--- src/rtl/packet_deframer_fletcher_check_macros.svh ---
// Assertion macros for the packet deframer with Fletcher-16 check.
// Used by packet_deframer_fletcher_check.sv; no other dependencies.
`ifndef PACKET_DEFRAMER_FLETCHER_CHECK_MACROS_SVH
`define PACKET_DEFRAMER_FLETCHER_CHECK_MACROS_SVH

// Same-cycle implication, disabled while reset is low.
`define PDFC_ASSERT_NOW(label, clk, rst_n, ante, cons, msg) \
    label: assert property (@(posedge clk) disable iff (!(rst_n)) (ante) |-> (cons)) \
        else $error(msg);

// Next-cycle implication, disabled while reset is low.
`define PDFC_ASSERT_NEXT(label, clk, rst_n, ante, cons, msg) \
    label: assert property (@(posedge clk) disable iff (!(rst_n)) (ante) |=> (cons)) \
        else $error(msg);

`endif

--- src/rtl/pdfc_pkg.sv ---
// Types, constants and the Fletcher-16 helper for the packet deframer.
// No dependencies; imported by packet_deframer_fletcher_check.
package pdfc_pkg;

    localparam int unsigned MAX_DATA_DEF = 1024;

    localparam int unsigned BYTE_W  = 8;
    localparam int unsigned INDEX_W = 10;
    localparam int unsigned COUNT_W = 16;
    localparam int unsigned STAMP_W = 64;
    localparam int unsigned LEN_W   = 16;
    localparam int unsigned STAT_W  = 2;
    localparam int unsigned OUT_TDATA_W = 120;

    localparam logic [3:0]         STAMP_CNT_MASK = 4'hF;
    localparam logic [COUNT_W-1:0] STAMP_MAX_BYTES = 16'd8;

    typedef enum logic [8:0] {
        PH_TYPE  = 9'b000000001,
        PH_FLAGS = 9'b000000010,
        PH_STAMP = 9'b000000100,
        PH_LENH  = 9'b000001000,
        PH_LENL  = 9'b000010000,
        PH_DATA  = 9'b000100000,
        PH_CHKH  = 9'b001000000,
        PH_CHKL  = 9'b010000000,
        PH_DONE  = 9'b100000000
    } t_phase;

    typedef enum logic [STAT_W-1:0] {
        ST_OK       = 2'd0,
        ST_TRUNC    = 2'd1,
        ST_CHECKSUM = 2'd2,
        ST_LEN_OVER = 2'd3
    } t_status;

    // Expected check word from the running sums: {c0 - c1, c1 - 2*c0}, mod 256 each.
    function automatic logic [15:0] f_fletcher_expect(input logic [7:0] c0,
                                                      input logic [7:0] c1);
        logic [7:0] hi;
        logic [7:0] lo;
        hi = c0 - c1;
        lo = c1 - {c0[6:0], 1'b0};
        return {hi, lo};
    endfunction

endpackage

--- src/rtl/packet_deframer_fletcher_check.sv ---
// Path: an input transfer is held in the input register, then in the result register, before it reaches m_axis.
// Throughput: one byte per cycle while the result register is not stalled; a byte with no result still takes a step.
// Each step is the phase update plus one 8-bit Fletcher add pair.
// Back-pressure: the input register holds while the result register is full and not taken.
// Reset: synchronous, active low; clears the phase, counter, header fields, sums, check word and both valid flags.
// Depends on pdfc_pkg and packet_deframer_fletcher_check_macros.svh.
`include "packet_deframer_fletcher_check_macros.svh"

module packet_deframer_fletcher_check
    import pdfc_pkg::*;
#(
    parameter int unsigned MAX_DATA = MAX_DATA_DEF
) (
    input  logic                   i_clk,
    input  logic                   i_rst_n,
    // slave side
    input  logic                   s_axis_tvalid,
    output logic                   s_axis_tready,
    input  logic [7:0]             s_axis_tdata,  // [7:0] in_byte
    input  logic                   s_axis_tlast,  // end_of_packet
    // master side
    output logic                   m_axis_tvalid,
    input  logic                   m_axis_tready,
    // [7:0] data_byte, [17:8] data_index, [25:18] packet_type, [33:26] packet_flags,
    // [97:34] time_stamp, [113:98] data_length, [115:114] status, [119:116] zero
    output logic [OUT_TDATA_W-1:0] m_axis_tdata,
    output logic [0:0]             m_axis_tuser   // kind: 0 payload byte, 1 summary
);

    // Limit widened by one bit so a length of 65535 compares correctly
    localparam logic [COUNT_W:0] MAX_DATA_W = (COUNT_W + 1)'(MAX_DATA);

    // ---------------------------------------------------------------
    // Input register
    // ---------------------------------------------------------------
    logic              r_in_valid;
    logic [BYTE_W-1:0] r_in_byte;
    logic              r_in_last;
    logic              advance;   // stage two may move on this cycle
    logic              step;      // a byte is processed this cycle

    // ---------------------------------------------------------------
    // Parse state
    // ---------------------------------------------------------------
    t_phase             r_phase, n_phase;
    logic [COUNT_W-1:0] r_count, n_count;
    logic [BYTE_W-1:0]  r_type, n_type;
    logic [BYTE_W-1:0]  r_flags, n_flags;
    logic [STAMP_W-1:0] r_stamp, n_stamp;
    logic [LEN_W-1:0]   r_length, n_length;
    logic [7:0]         r_sum_low, n_sum_low;
    logic [7:0]         r_sum_high, n_sum_high;
    logic [15:0]        r_check, n_check;

    logic               do_sum;
    logic               n_emit;
    logic [15:0]        expect_word;
    logic               len_over;
    t_status            n_status;

    // ---------------------------------------------------------------
    // Result register
    // ---------------------------------------------------------------
    logic                   r_out_valid;
    logic                   r_out_kind;
    logic [OUT_TDATA_W-1:0] r_out_data;
    logic                   load_out;

    assign advance       = !r_out_valid || m_axis_tready;
    assign s_axis_tready = !r_in_valid || advance;
    assign step          = r_in_valid && advance;
    assign load_out      = step && (r_in_last || n_emit);

    // Next parse state for the byte held in the input register
    always_comb begin
        n_phase    = r_phase;
        n_count    = r_count;
        n_type     = r_type;
        n_flags    = r_flags;
        n_stamp    = r_stamp;
        n_length   = r_length;
        n_check    = r_check;
        do_sum     = 1'b0;
        n_emit     = 1'b0;

        unique case (r_phase)
            PH_TYPE: begin
                n_type  = r_in_byte;
                do_sum  = 1'b1;
                n_phase = PH_FLAGS;
            end
            PH_FLAGS: begin
                n_flags = r_in_byte;
                do_sum  = 1'b1;
                n_count = '0;
                n_phase = ((r_in_byte[3:0] & STAMP_CNT_MASK) == 4'd0) ? PH_LENH : PH_STAMP;
            end
            PH_STAMP: begin
                // bytes past the eighth are summed only
                if (r_count < STAMP_MAX_BYTES) begin
                    n_stamp = r_stamp | (STAMP_W'(r_in_byte) << {r_count[2:0], 3'b000});
                end
                do_sum  = 1'b1;
                n_count = r_count + 1'b1;
                if (n_count >= {12'd0, r_flags[3:0] & STAMP_CNT_MASK}) begin
                    n_phase = PH_LENH;
                end
            end
            PH_LENH: begin
                n_length = {r_in_byte, 8'h00};
                do_sum   = 1'b1;
                n_phase  = PH_LENL;
            end
            PH_LENL: begin
                n_length = {r_length[15:8], r_in_byte};
                do_sum   = 1'b1;
                n_count  = '0;
                n_phase  = ({r_length[15:8], r_in_byte} == '0) ? PH_CHKH : PH_DATA;
            end
            PH_DATA: begin
                do_sum  = 1'b1;
                n_emit  = ({1'b0, r_count} < MAX_DATA_W);
                n_count = r_count + 1'b1;
                if (n_count >= r_length) begin
                    n_phase = PH_CHKH;
                end
            end
            PH_CHKH: begin
                n_check = {r_in_byte, 8'h00};
                n_phase = PH_CHKL;
            end
            PH_CHKL: begin
                n_check = {r_check[15:8], r_in_byte};
                n_phase = PH_DONE;
            end
            PH_DONE: begin
                n_phase = PH_DONE;   // trailing bytes ignored
            end
            default: begin
                n_phase = PH_DONE;
            end
        endcase

        // Fletcher-16 running sums, mod 256
        n_sum_low  = do_sum ? (r_sum_low + r_in_byte) : r_sum_low;
        n_sum_high = do_sum ? (r_sum_high + n_sum_low) : r_sum_high;
    end

    // Summary status; length over limit wins over truncation and checksum
    always_comb begin
        expect_word = f_fletcher_expect(n_sum_low, n_sum_high);
        len_over = ((n_phase == PH_DATA) || (n_phase == PH_CHKH) ||
                    (n_phase == PH_CHKL) || (n_phase == PH_DONE)) &&
                   ({1'b0, n_length} > MAX_DATA_W);
        if (len_over) begin
            n_status = ST_LEN_OVER;
        end else if (n_phase != PH_DONE) begin
            n_status = ST_TRUNC;
        end else if (n_check != expect_word) begin
            n_status = ST_CHECKSUM;
        end else begin
            n_status = ST_OK;
        end
    end

    // Control and parse state
    always_ff @(posedge i_clk) begin
        if (!i_rst_n) begin
            r_in_valid  <= 1'b0;
            r_out_valid <= 1'b0;
            r_phase     <= PH_TYPE;
            r_count     <= '0;
            r_type      <= '0;
            r_flags     <= '0;
            r_stamp     <= '0;
            r_length    <= '0;
            r_sum_low   <= '0;
            r_sum_high  <= '0;
            r_check     <= '0;
        end else begin
            if (s_axis_tready) begin
                r_in_valid <= s_axis_tvalid;
            end
            if (m_axis_tvalid && m_axis_tready) begin
                r_out_valid <= 1'b0;
            end
            if (load_out) begin
                r_out_valid <= 1'b1;
            end
            if (step) begin
                if (r_in_last) begin
                    // packet closed: back to reset values
                    r_phase    <= PH_TYPE;
                    r_count    <= '0;
                    r_type     <= '0;
                    r_flags    <= '0;
                    r_stamp    <= '0;
                    r_length   <= '0;
                    r_sum_low  <= '0;
                    r_sum_high <= '0;
                    r_check    <= '0;
                end else begin
                    r_phase    <= n_phase;
                    r_count    <= n_count;
                    r_type     <= n_type;
                    r_flags    <= n_flags;
                    r_stamp    <= n_stamp;
                    r_length   <= n_length;
                    r_sum_low  <= n_sum_low;
                    r_sum_high <= n_sum_high;
                    r_check    <= n_check;
                end
            end
        end
    end

    // Payload registers, no reset
    always_ff @(posedge i_clk) begin
        if (s_axis_tready) begin
            r_in_byte <= s_axis_tdata;
            r_in_last <= s_axis_tlast;
        end
        if (load_out) begin
            r_out_kind <= r_in_last;
            if (r_in_last) begin
                r_out_data <= {4'd0, n_status, n_length, n_stamp, n_flags, n_type,
                               {INDEX_W{1'b0}}, {BYTE_W{1'b0}}};
            end else begin
                r_out_data <= {4'd0, {STAT_W{1'b0}}, {LEN_W{1'b0}}, {STAMP_W{1'b0}},
                               {BYTE_W{1'b0}}, {BYTE_W{1'b0}},
                               r_count[INDEX_W-1:0], r_in_byte};
            end
        end
    end

    assign m_axis_tvalid = r_out_valid;
    assign m_axis_tdata  = r_out_data;
    assign m_axis_tuser  = r_out_kind;

    // ---------------------------------------------------------------
    // Assertions
    // ---------------------------------------------------------------
    `PDFC_ASSERT_NEXT(a_summary_clears, i_clk, i_rst_n,
        step && r_in_last,
        (r_phase == PH_TYPE) && (r_sum_low == 8'd0) && (r_sum_high == 8'd0),
        "state not cleared after packet summary")

    `PDFC_ASSERT_NOW(a_payload_in_data, i_clk, i_rst_n,
        load_out && !r_in_last,
        r_phase == PH_DATA,
        "payload transfer produced outside the data field")

    `PDFC_ASSERT_NEXT(a_in_hold, i_clk, i_rst_n,
        r_in_valid && !advance,
        r_in_valid && $stable(r_in_byte) && $stable(r_in_last),
        "input register lost a byte while stalled")

    `PDFC_ASSERT_NOW(a_payload_fields_zero, i_clk, i_rst_n,
        m_axis_tvalid && (m_axis_tuser == 1'b0),
        m_axis_tdata[OUT_TDATA_W-1:BYTE_W+INDEX_W] == '0,
        "payload transfer carries summary fields")

endmodule
--- config.mk ---
export PLATFORM = sky130hd
export DESIGN_NAME = packet_deframer_fletcher_check
export DESIGN_NICKNAME = d
export VERILOG_FILES = /design/src/rtl/pdfc_pkg.sv /design/src/rtl/packet_deframer_fletcher_check.sv
export VERILOG_INCLUDE_DIRS = /design/src /design/src/rtl
export SDC_FILE = /design/constraint.sdc
export NUM_CORES = 1
export LEC_CHECK = 0
export BUFFER_PORTS_ARGS = -buffer_cell sky130_fd_sc_hd__buf_4
export CAP_MARGIN = 15
export CELL_PAD_IN_SITES_DETAIL_PLACEMENT = 1
export CELL_PAD_IN_SITES_GLOBAL_PLACEMENT = 2
export CORE_ASPECT_RATIO = 0.7
export CORE_MARGIN = 2
export CORE_UTILIZATION = 25
export CTS_CLUSTER_DIAMETER = 50
export CTS_CLUSTER_SIZE = 8
export DETAILED_ROUTE_END_ITERATION = 10
export MAX_ROUTING_LAYER = met4
export PLACE_DENSITY = 0.61
export RECOVER_POWER = 100
export SYNTH_ARGS = -nofsm -noshare
export SYNTH_HDL_FRONTEND = slang
export SYNTH_SLANG_ARGS = --single-unit
--- constraint.sdc ---
create_clock -name i_clk -period 8.2 [get_ports i_clk]
set_clock_uncertainty 0.1 [all_clocks]
set_input_delay 0.41 -clock i_clk [delete_from_list [all_inputs] [get_ports i_clk]]
set_output_delay 0.41 -clock i_clk [all_outputs]
set_load 0.02 [all_outputs]
==> impl_metrics.env, run 1 <==
export IMPL_status="complete, but fails checks"
export IMPL_violations="capacitance limit, slew limit"
export IMPL_crit_required_ns=8.37
export IMPL_ys_seq_area_share_pct=48.3
export IMPL_io_pin_count=136
export IMPL_dieWidth_um=290
export IMPL_yosys_area_top_type="edfxtp_1"
export IMPL_synth_flop_cell="dfxtp_1"
export IMPL_finalSetupTns_ns=0
export IMPL_ctsResizeCount=0
export IMPL_grt_total_usage_pct=17.0
export IMPL_seq_area_um2=6890
export IMPL_cts_tree="yes"
export IMPL_drv_slew=284
export IMPL_pwr_share_seq_pct=39.7
export IMPL_antenna_cells=0
export IMPL_cts_buffer_depth=3
export IMPL_cts_buffers=43
export IMPL_syn_avg_cell_area_um2=9.62
export IMPL_routed_wl_mm=49.2
export IMPL_grt_overflow_total=0
export IMPL_drtAntennaViolNets=0
export IMPL_synthCells=1483
export IMPL_crit_fanout=21
export IMPL_p_int_uw=2740
export IMPL_synth_async_reset_ratio_pct=0
export IMPL_worst_setup_path_end_kind="register"
export IMPL_viasPerCell=4.89
export IMPL_first_pass_iters=5
export IMPL_grt_max_degree=108
export IMPL_final_period_utilization_pct=80.5
export IMPL_dp_hpwl_mm=33.4
export IMPL_power_frac_comb_pct=14.9
export IMPL_cts_reportedPaths_clkPinSlew_ns=0.05
export IMPL_route_detailed_drc=0
export IMPL_gp_congestion=0.808
export IMPL_worst_slew_pin_transition_ns=3.17
export IMPL_num_fill_cells=6508
export IMPL_antenna_found_initial=0
export IMPL_ys_types=69
export IMPL_area_delta_synth_final_pct=18.1
export IMPL_io_buffers=131
export IMPL_multi_input_area_um2=6730
export IMPL_vdd_drop_max_v=0.000116
export IMPL_cts_max_level=2
export IMPL_maxCapViolCount=5
export IMPL_synth_edf_count=126
export IMPL_placementRows=73
export IMPL_synth_top_area_share_pct=26.5
export IMPL_p_clk_share_pct=45.3
export IMPL_final_cell_mix="nor2b_1, dfxtp_1, clkbuf_1, edfxtp_1, a22oi_1"
export IMPL_p_per_area_nw_per_um2=224
export IMPL_relSlewSlack_pct=-111
export IMPL_total_power_uw=3770
export IMPL_root_buffer="clkbuf_16"
export IMPL_rsz0062_at_grt="false"
export IMPL_ys_warn_count=0
export IMPL_dieArea_um2=59000
export IMPL_cts_sinks=281
export IMPL_nets=1649
export IMPL_grt_pass1_wl_mm=74.0
export IMPL_power_switching_uw=1030
export IMPL_clock_fmax_mhz=152
export IMPL_syn_cell_area_um2=14300
export IMPL_drtIter0Drc=735
export IMPL_die_y_um=204
export IMPL_start_util_pct=25.2
export IMPL_path_class="register to register"
export IMPL_clk_latency_ns=0.55
export IMPL_grt_pass1_vias=11600
export IMPL_p_leak_uw=0.00563
export IMPL_min_period_ns=6.60
export IMPL_ys_ff_latch=281
export IMPL_start_kind="register"
export IMPL_finalHoldViolCount=0
export IMPL_synth_top_cells_by_area="edfxtp_1, dfxtp_1, nor2b_1"
export IMPL_wl_per_cell_um=20.8
export IMPL_drive_gt1_share_pct=6.07
export IMPL_swShare_pct=27.3
export IMPL_setup_violations=0
export IMPL_core_um2=56600
export IMPL_hp_class="input port to register"
export IMPL_cp_arrival_ns=6.77
export IMPL_final_common_cell="nor2b_1"
export IMPL_vias=11600
## final timing paths
path	depth (start not counted)	slack [ns]	startpoint	endpoint
worst min register to register	2	0.37	r_stamp[14]	r_stamp[14]
worst min-delay path	3	0.14	m_axis_tready	m_axis_tvalid
worst max-delay path	25	1.60	r_phase[7]	m_axis_tdata[115]
worst max register to register	25	1.60	r_phase[7]	m_axis_tdata[115]
## final cells by class
type | instances | area share, %
inverter | 53 | 1.18
sequential | 281 | 40.8
clock inverter | 6 | 0.445
clock buffer | 72 | 7.27
tap | 750 | 5.57
timing repair buffer | 166 | 4.77
multi-input combinational | 1036 | 39.9
## worst max-delay path: stages (launching register included)
cell and delay [ns]:
dfxtp_1 0.50, nor3_1 0.27, clkbuf_1 0.40, nand3_1 0.51, o211ai_1 0.24, buf_4 0.31, mux2i_1 0.17, inv_1 0.11
ha_1 0.18, inv_1 0.06, fa_1 0.41, nor2b_1 0.21, o21ai_0 0.13, a21boi_0 0.24, o21ai_0 0.15, nor3b_1 0.16
o31ai_1 0.46, inv_1 0.09, ha_1 0.36, a31o_2 0.24, o221ai_1 0.20, xnor2_1 0.11, a2111oi_2 0.29, o2111ai_1 0.17
o21ai_0 0.17, a21oi_1 0.09
## sequential cells by signal, summed over array words and instances (netlist names)
register,cells
r_length,16
r_type,8
r_flags,8
r_phase,9
m_axis_tuser,1
r_in_byte,8
r_sum_high,8
r_sum_low,8
r_check,16
m_axis_tdata,116
r_in_last,1
m_axis_tvalid,1
r_in_valid,1
r_stamp,64
r_count,16
## cells in the mapped netlist (all sizes together) (4+ instances only)
cell    count
nor2       72
and2       21
nand2b      9
a211oi      4
and3       17
inv        53
o21ai      56
ha         51
nor3       27
a22oi     115
nor4       13
o41ai       5
buf        11
a21o       14
o21a        5
nand2      98
o211a       4
a21oi     111
fa          4
clkbuf    105
xor2       15
nor3b       5
or3         7
nand3      26
dfxtp     155
o31ai       8
xnor2      22
mux2i       8
o211ai      6
edfxtp    126
and4        5
a21boi     28
o221ai      7
nand4      16
nor2b     208
o31a        4
## per-stage QoR
step                util [%]  hold slack (ns)  area, µm²  worst slack [ns]  std cells
floorplan                  -            0.338      14300              1.08       1486
global placement        28.1            0.346      15900              2.06       2274
detailed placement      28.2            0.355      15900              2.02       2275
CTS                     30.6            0.121      17300              1.99       2363
global route            29.8            0.160      16900             0.907       2364
finish                  29.8            0.139      16900              1.60       2364
## metal layers
metal	vias up	part of all wire (%)	GRT usage (%)
li1	5488	-	-
met3	60	4.2	2.18
met1	5773	53	25.7
met2	250	42	24.0
met5	-	0	-
met4	0	1.5	3.02
## kinds of logic (layout without fill, tap and decap cells)
logic type / Yosys count / in the layout / synth area share, %
AOI/OAI and AO/OA: 390 / 390 / 18.0
xor gates and xnor gates: 39 / 39 / 2.59
adders and majority gates: 55 / 55 / 5.03
buffers and inverters: 169 / 297 / 4.67
DFF: 281 / 281 / 48.3
muxes: 10 / 10 / 0.745
other: 1 / 4 / 0.0263
and+or+nand+nor: 538 / 538 / 20.7
## power by group through the flow
| stage | combinational [µW] | sequential, µW | clock, µW |
|---|---|---|---|
| 6_report | 564 | 1500 | 1710 |
| 5_1_grt | 617 | 1500 | 1810 |
| 4_1_cts | 577 | 1500 | 1750 |
| 3_5_place_dp | 570 | 1530 | 0 |
| 3_3_place_gp | 563 | 1520 | 0 |
| 2_1_floorplan | 378 | 1540 | 0 |
## repair_timing
item | 4_1_cts | 5_1_grt
endpoints found under the hold margin | 10 | 0
setup endpoints to repair | 0 | 0
hold buffers | 10 | 0
buffers inserted | 0 | 0
(Power assumes the default switching activity.)
==> inputs of run 2 (changes only) <==
--- a/config.mk
+++ b/config.mk
@@ -17,7 +17,7 @@
 export CTS_CLUSTER_SIZE = 8
 export DETAILED_ROUTE_END_ITERATION = 10
 export MAX_ROUTING_LAYER = met4
-export PLACE_DENSITY = 0.61
+export PLACE_DENSITY = 0.63
 export RECOVER_POWER = 100
 export SYNTH_ARGS = -nofsm -noshare
 export SYNTH_HDL_FRONTEND = slang
==> constraint.sdc (replaced) <==
create_clock -name i_clk -period 5.7 [get_ports i_clk]
set_clock_uncertainty 0.1 [all_clocks]
set_input_delay 0.285 -clock i_clk [delete_from_list [all_inputs] [get_ports i_clk]]
set_output_delay 0.285 -clock i_clk [all_outputs]
set_load 0.02 [all_outputs]
==> impl_metrics.env, run 2 (synthesis results as in run 1) <==
export IMPL_worst_slew_pin_transition_ns=2.97
export IMPL_worst_setup_path_end_kind="register"
export IMPL_io_pin_count=136
export IMPL_clock_fmax_mhz=186
export IMPL_gp_congestion=0.853
export IMPL_cts_sinks=281
export IMPL_route_detailed_drc=0
export IMPL_start_kind="register"
export IMPL_vdd_drop_max_v=0.000174
export IMPL_largest_reg_flops=116
export IMPL_reg2reg_setup_slack_ns=0.32
export IMPL_multi_input_area_um2=6800
export IMPL_dieArea_um2=59000
export IMPL_p_leak_uw=0.00569
export IMPL_antenna_cells=0
export IMPL_grt_pass1_wl_mm=74.7
export IMPL_final_cell_mix="nor2b_1, clkbuf_1, dfxtp_1, edfxtp_1, a22oi_1"
export IMPL_maxCapViolCount=5
export IMPL_drive_gt1_share_pct=7.43
export IMPL_relSlewSlack_pct=-98.0
export IMPL_final_common_cell="nor2b_1"
export IMPL_dieWidth_um=290
export IMPL_status="complete, but fails checks"
export IMPL_viasPerCell=4.93
export IMPL_placementRows=73
export IMPL_num_fill_cells=6480
export IMPL_drv_slew=254
export IMPL_cts_buffers=42
export IMPL_area_delta_synth_final_pct=19.1
export IMPL_clk_latency_ns=0.55
export IMPL_grt_pass1_vias=11900
export IMPL_cp_arrival_ns=5.55
export IMPL_die_y_um=204
export IMPL_cts_tree="yes"
export IMPL_nets=1666
export IMPL_drtIter0Drc=834
export IMPL_grt_max_degree=93
export IMPL_dp_hpwl_mm=34.5
export IMPL_grt_total_usage_pct=17.0
export IMPL_cts_reportedPaths_clkPinSlew_ns=0.05
export IMPL_core_um2=56600
export IMPL_finalSetupTns_ns=0
export IMPL_stdcell_area_um2=17000
export IMPL_crit_required_ns=5.87
export IMPL_setup_violations=0
export IMPL_drtAntennaViolNets=0
export IMPL_first_pass_iters=5
export IMPL_min_period_ns=5.38
export IMPL_total_power_uw=5360
export IMPL_path_class="register to register"
export IMPL_cts_max_level=2
export IMPL_violations="capacitance limit, slew limit"
export IMPL_holdWs_ns=0.0710
export IMPL_p_per_area_nw_per_um2=315
export IMPL_final_period_utilization_pct=94.4
export IMPL_wl_per_cell_um=21.0
export IMPL_grt_overflow_total=0
export IMPL_cts_buffer_depth=3
export IMPL_routed_wl_mm=49.8
export IMPL_antenna_found_initial=2
export IMPL_seq_area_um2=6890
export IMPL_hp_class="input port to register"
export IMPL_vias=11700
export IMPL_start_util_pct=25.2
export IMPL_root_buffer="clkbuf_16"
export IMPL_fin_cells=2378
export IMPL_dp_cells=2290
export IMPL_crit_fanout=11
export IMPL_finalHoldViolCount=0
export IMPL_io_buffers=131
export IMPL_dpl_instance_area_um2=16100
-- run 2: changes by cell type in the layout (fill, tap and decap cells not counted), sizes merged --
cell | before | now
buf | 22 | 34
bufinv | 1 | 0
inv | 54 | 53
clkinvlp | 2 | 1
clkinv | 2 | 3
clkbuf | 206 | 210
-- run 2: final cells by class --
| type | instances | share of cell area, % |
|---|---|---|
| repair buffers | 184 | 5.51 |
| flip-flops and latches | 281 | 40.5 |
| clock buffers | 70 | 6.98 |
| clock inverters | 4 | 0.287 |
| multi-input cells | 1036 | 40.0 |
| inverters | 53 | 1.17 |
| well taps | 750 | 5.52 |
-- run 2: final timing paths --
check / start / cells past startpoint / to
setup / recovery: r_phase[3] / 24 / m_axis_tdata[115]
hold / removal: m_axis_tready / 3 / m_axis_tvalid
setup reg to reg: r_phase[3] / 24 / m_axis_tdata[115]
hold reg to reg: r_stamp[46] / 2 / r_stamp[46]
-- run 2: worst max-delay path, stage by stage, from the launching register on --
cell and delay, ns:
dfxtp_2 0.39, nor4b_4 0.39, a32oi_2 0.14, o211ai_1 0.32, clkbuf_16 0.24, mux2i_2 0.09
inv_1 0.09, ha_1 0.16, inv_1 0.05, fa_1 0.40, nor2b_2 0.17, o21ai_2 0.08
a21boi_2 0.15, o21ai_0 0.12, nor3b_1 0.17, o31ai_1 0.35, inv_1 0.10, ha_1 0.36
a31o_2 0.23, o221ai_1 0.19, xnor2_1 0.12, a2111oi_2 0.29, o2111ai_1 0.16, o21ai_1 0.16
a21oi_1 0.08
-- run 2: metrics by stage --
stage | util (%) | setup slack, ns
after floorplan | - | 0.408
after global placement | 28.4 | 0.291
after detailed placement | 28.4 | -0.0162
after CTS | 30.7 | 0.116
after global routing | 30.0 | -0.0344
final | 30.0 | 0.318
-- run 2: where the power goes --
part / internal, µW / switching (µW)
Sequential: 2140 / 22.6
Clock: 1410 / 934
Combinational: 330 / 520
Total: 3880 / 1480
-- run 2: routing by layer --
| metal | global-route usage, % | part of all wire, % |
|---|---|---|
| met1 | 25.5 | 53 |
| met2 | 24.7 | 42 |
| met3 | 2.49 | 4.2 |
| met4 | 2.31 | 1.0 |
| met5 | - | 0 |
-- run 2: repair_timing --
action	CTS	global route
buffers inserted	0	2
gates resized for setup	1	18
endpoints found under the hold margin	10	0
hold buffers	10	0
setup endpoints to repair	1	1
pin swaps	0	4
cloned	0	1
==> inputs of run 3 (changes only) <==
--- a/config.mk
+++ b/config.mk
@@ -16,6 +16,7 @@
 export CTS_CLUSTER_DIAMETER = 50
 export CTS_CLUSTER_SIZE = 8
 export DETAILED_ROUTE_END_ITERATION = 10
+export GPL_ROUTABILITY_DRIVEN = 0
 export MAX_ROUTING_LAYER = met4
 export PLACE_DENSITY = 0.63
 export RECOVER_POWER = 100
==> constraint.sdc (replaced) <==
create_clock -name i_clk -period 5.7 [get_ports i_clk]
set_clock_uncertainty 0.1 [all_clocks]
set_input_delay 0.285 -clock i_clk [delete_from_list [all_inputs] [get_ports i_clk]]
set_output_delay 0.285 -clock i_clk [all_outputs]
set_load 0.005 [all_outputs]
==> impl_metrics.env, run 3 (synthesis results as in run 1) <==
export IMPL_status="complete, but fails checks"
export IMPL_violations="capacitance limit, slew limit"
export IMPL_grt_pass1_vias=11900
export IMPL_core_um2=56600
export IMPL_antenna_found_initial=2
export IMPL_final_cell_mix="nor2b_1, dfxtp_1, edfxtp_1, a22oi_1, a21oi_1"
export IMPL_p_clk_share_pct=43.9
export IMPL_clk_latency_ns=0.55
export IMPL_cts_sinks=281
export IMPL_vias=11700
export IMPL_cts_max_level=2
export IMPL_placementRows=73
export IMPL_io_pin_count=136
export IMPL_wl_per_cell_um=20.9
export IMPL_utilization_pct=30.7
export IMPL_hp_start="m_axis_tready"
export IMPL_dieArea_um2=59000
export IMPL_power_switching_uw=1450
export IMPL_crit_start="r_phase[3]"
export IMPL_finalHoldViolCount=0
export IMPL_clock_fmax_mhz=186
export IMPL_crit_fanout=11
export IMPL_start_kind="register"
export IMPL_io_buffers=131
export IMPL_worst_setup_path_end_kind="register"
export IMPL_grt_max_degree=93
export IMPL_cts_buffers=42
export IMPL_viasPerCell=4.93
export IMPL_final_period_utilization_pct=94.3
export IMPL_cts_buffer_depth=3
export IMPL_cts_reportedPaths_clkPinSlew_ns=0.05
export IMPL_drv_slew=255
export IMPL_largest_reg_flops=116
export IMPL_relSlewSlack_pct=-99.1
export IMPL_pwr_share_seq_pct=40.4
export IMPL_cts_tree="yes"
export IMPL_total_power_uw=5340
export IMPL_area_delta_synth_final_pct=21.7
export IMPL_setup_violations=0
export IMPL_fin_cells=2379
export IMPL_holdWs_ns=0.0769
export IMPL_grt_total_usage_pct=17.0
export IMPL_die_y_um=204
export IMPL_dp_cells=2290
export IMPL_path_class="register to register"
export IMPL_p_int_uw=3890
export IMPL_p_per_area_nw_per_um2=307
export IMPL_route_detailed_drc=0
export IMPL_num_fill_cells=6432
export IMPL_routed_wl_mm=49.6
export IMPL_drtIter0Drc=882
export IMPL_power_frac_comb_pct=15.6
export IMPL_min_period_ns=5.37
export IMPL_drtAntennaViolNets=0
export IMPL_nets=1666
export IMPL_final_common_cell="nor2b_1"
export IMPL_grt_pass1_wl_mm=74.7
export IMPL_grt_overflow_total=0
export IMPL_worst_slew_pin_transition_ns=2.99
export IMPL_swShare_pct=27.2
export IMPL_start_util_pct=25.2
export IMPL_root_buffer="clkbuf_16"
export IMPL_vdd_drop_max_v=0.000174
export IMPL_p_leak_uw=0.00603
export IMPL_dieWidth_um=290
export IMPL_cp_arrival_ns=5.55
export IMPL_drive_gt1_share_pct=13.5
export IMPL_first_pass_iters=8
export IMPL_dp_hpwl_mm=34.5
export IMPL_crit_required_ns=5.87
export IMPL_regToRegStartpoint="r_phase[3]"
export IMPL_maxCapViolCount=5
export IMPL_hp_class="input port to register"
run 3: cell count changes in the layout (fill, tap and decap cells not counted):
cell / previous run / this run
clkbuf_1: 156 / 57
clkbuf_4: 8 / 107
diode_2: 0 / 1
run 3: critical path: stages, from the launching register on:
cell       delay, ns
dfxtp_2         0.39
nor4b_4         0.39
a32oi_2         0.14
o211ai_1        0.32
clkbuf_16       0.24
mux2i_2         0.09
inv_1           0.09
ha_1            0.16
inv_1           0.05
fa_1            0.40
nor2b_2         0.17
o21ai_2         0.08
a21boi_2        0.14
o21ai_0         0.12
nor3b_1         0.17
o31ai_1         0.35
inv_1           0.10
ha_1            0.36
a31o_2          0.23
o221ai_1        0.19
xnor2_1         0.12
a2111oi_2       0.29
o2111ai_1       0.16
o21ai_1         0.16
a21oi_1         0.08
run 3: power by group through the flow:
stage          logic [µW]  registers [µW]  clock network [µW]
2_1_floorplan         542            2190                   0
3_3_place_gp          807            2200                   0
3_5_place_dp          816            2200                   0
4_1_cts               826            2160                2410
5_1_grt               918            2160                2500
6_report              835            2160                2350
run 3: final timing paths:
check | endpoint | cells after the start | slack [ns]
setup / recovery | m_axis_tdata[115] | 24 | 0.33
hold / removal | m_axis_tvalid | 3 | 0.08
setup reg to reg | m_axis_tdata[115] | 24 | 0.33
hold reg to reg | r_stamp[46] | 2 | 0.37
run 3: metrics by stage:
| step | setup TNS, ns | worst slack, ns | area, µm² |
|---|---|---|---|
| floorplan | 0 | 0.408 | 14300 |
| global placement | 0 | 0.291 | 16100 |
| detailed placement | -0.0162 | -0.0162 | 16100 |
| CTS | 0 | 0.116 | 17400 |
| global route | -0.0344 | -0.0344 | 17400 |
| finish | 0 | 0.326 | 17400 |
run 3: area by class of cell:
| type | instances | area [µm²] | share of cell area, % |
|---|---|---|---|
| antenna | 1 | 2.50 | 0.0144 |
| clock buffer | 70 | 1190 | 6.83 |
| clock inverter | 4 | 48.8 | 0.281 |
| inverter | 53 | 199 | 1.14 |
| multi-input combinational | 1036 | 6800 | 39.1 |
| sequential | 281 | 6890 | 39.7 |
| tap | 750 | 938 | 5.40 |
| timing repair buffer | 184 | 1310 | 7.53 |
run 3: routing by layer:
| metal | wire [µm] | global-route usage (%) |
|---|---|---|
| met5 | 0 | - |
| met4 | 495 | 2.31 |
| met3 | 2170 | 2.49 |
| met2 | 21100 | 24.7 |
| met1 | 25900 | 25.5 |
run 3: repair_timing:
| action | CTS | global route |
|---|---|---|
| hold buffers | 10 | 0 |
| gates resized for setup | 1 | 18 |
| endpoints found under the setup margin | 1 | 1 |
| endpoints found under the hold margin | 10 | 0 |
| cloned | 0 | 1 |
| setup buffers | 0 | 2 |
| pin swaps | 0 | 4 |
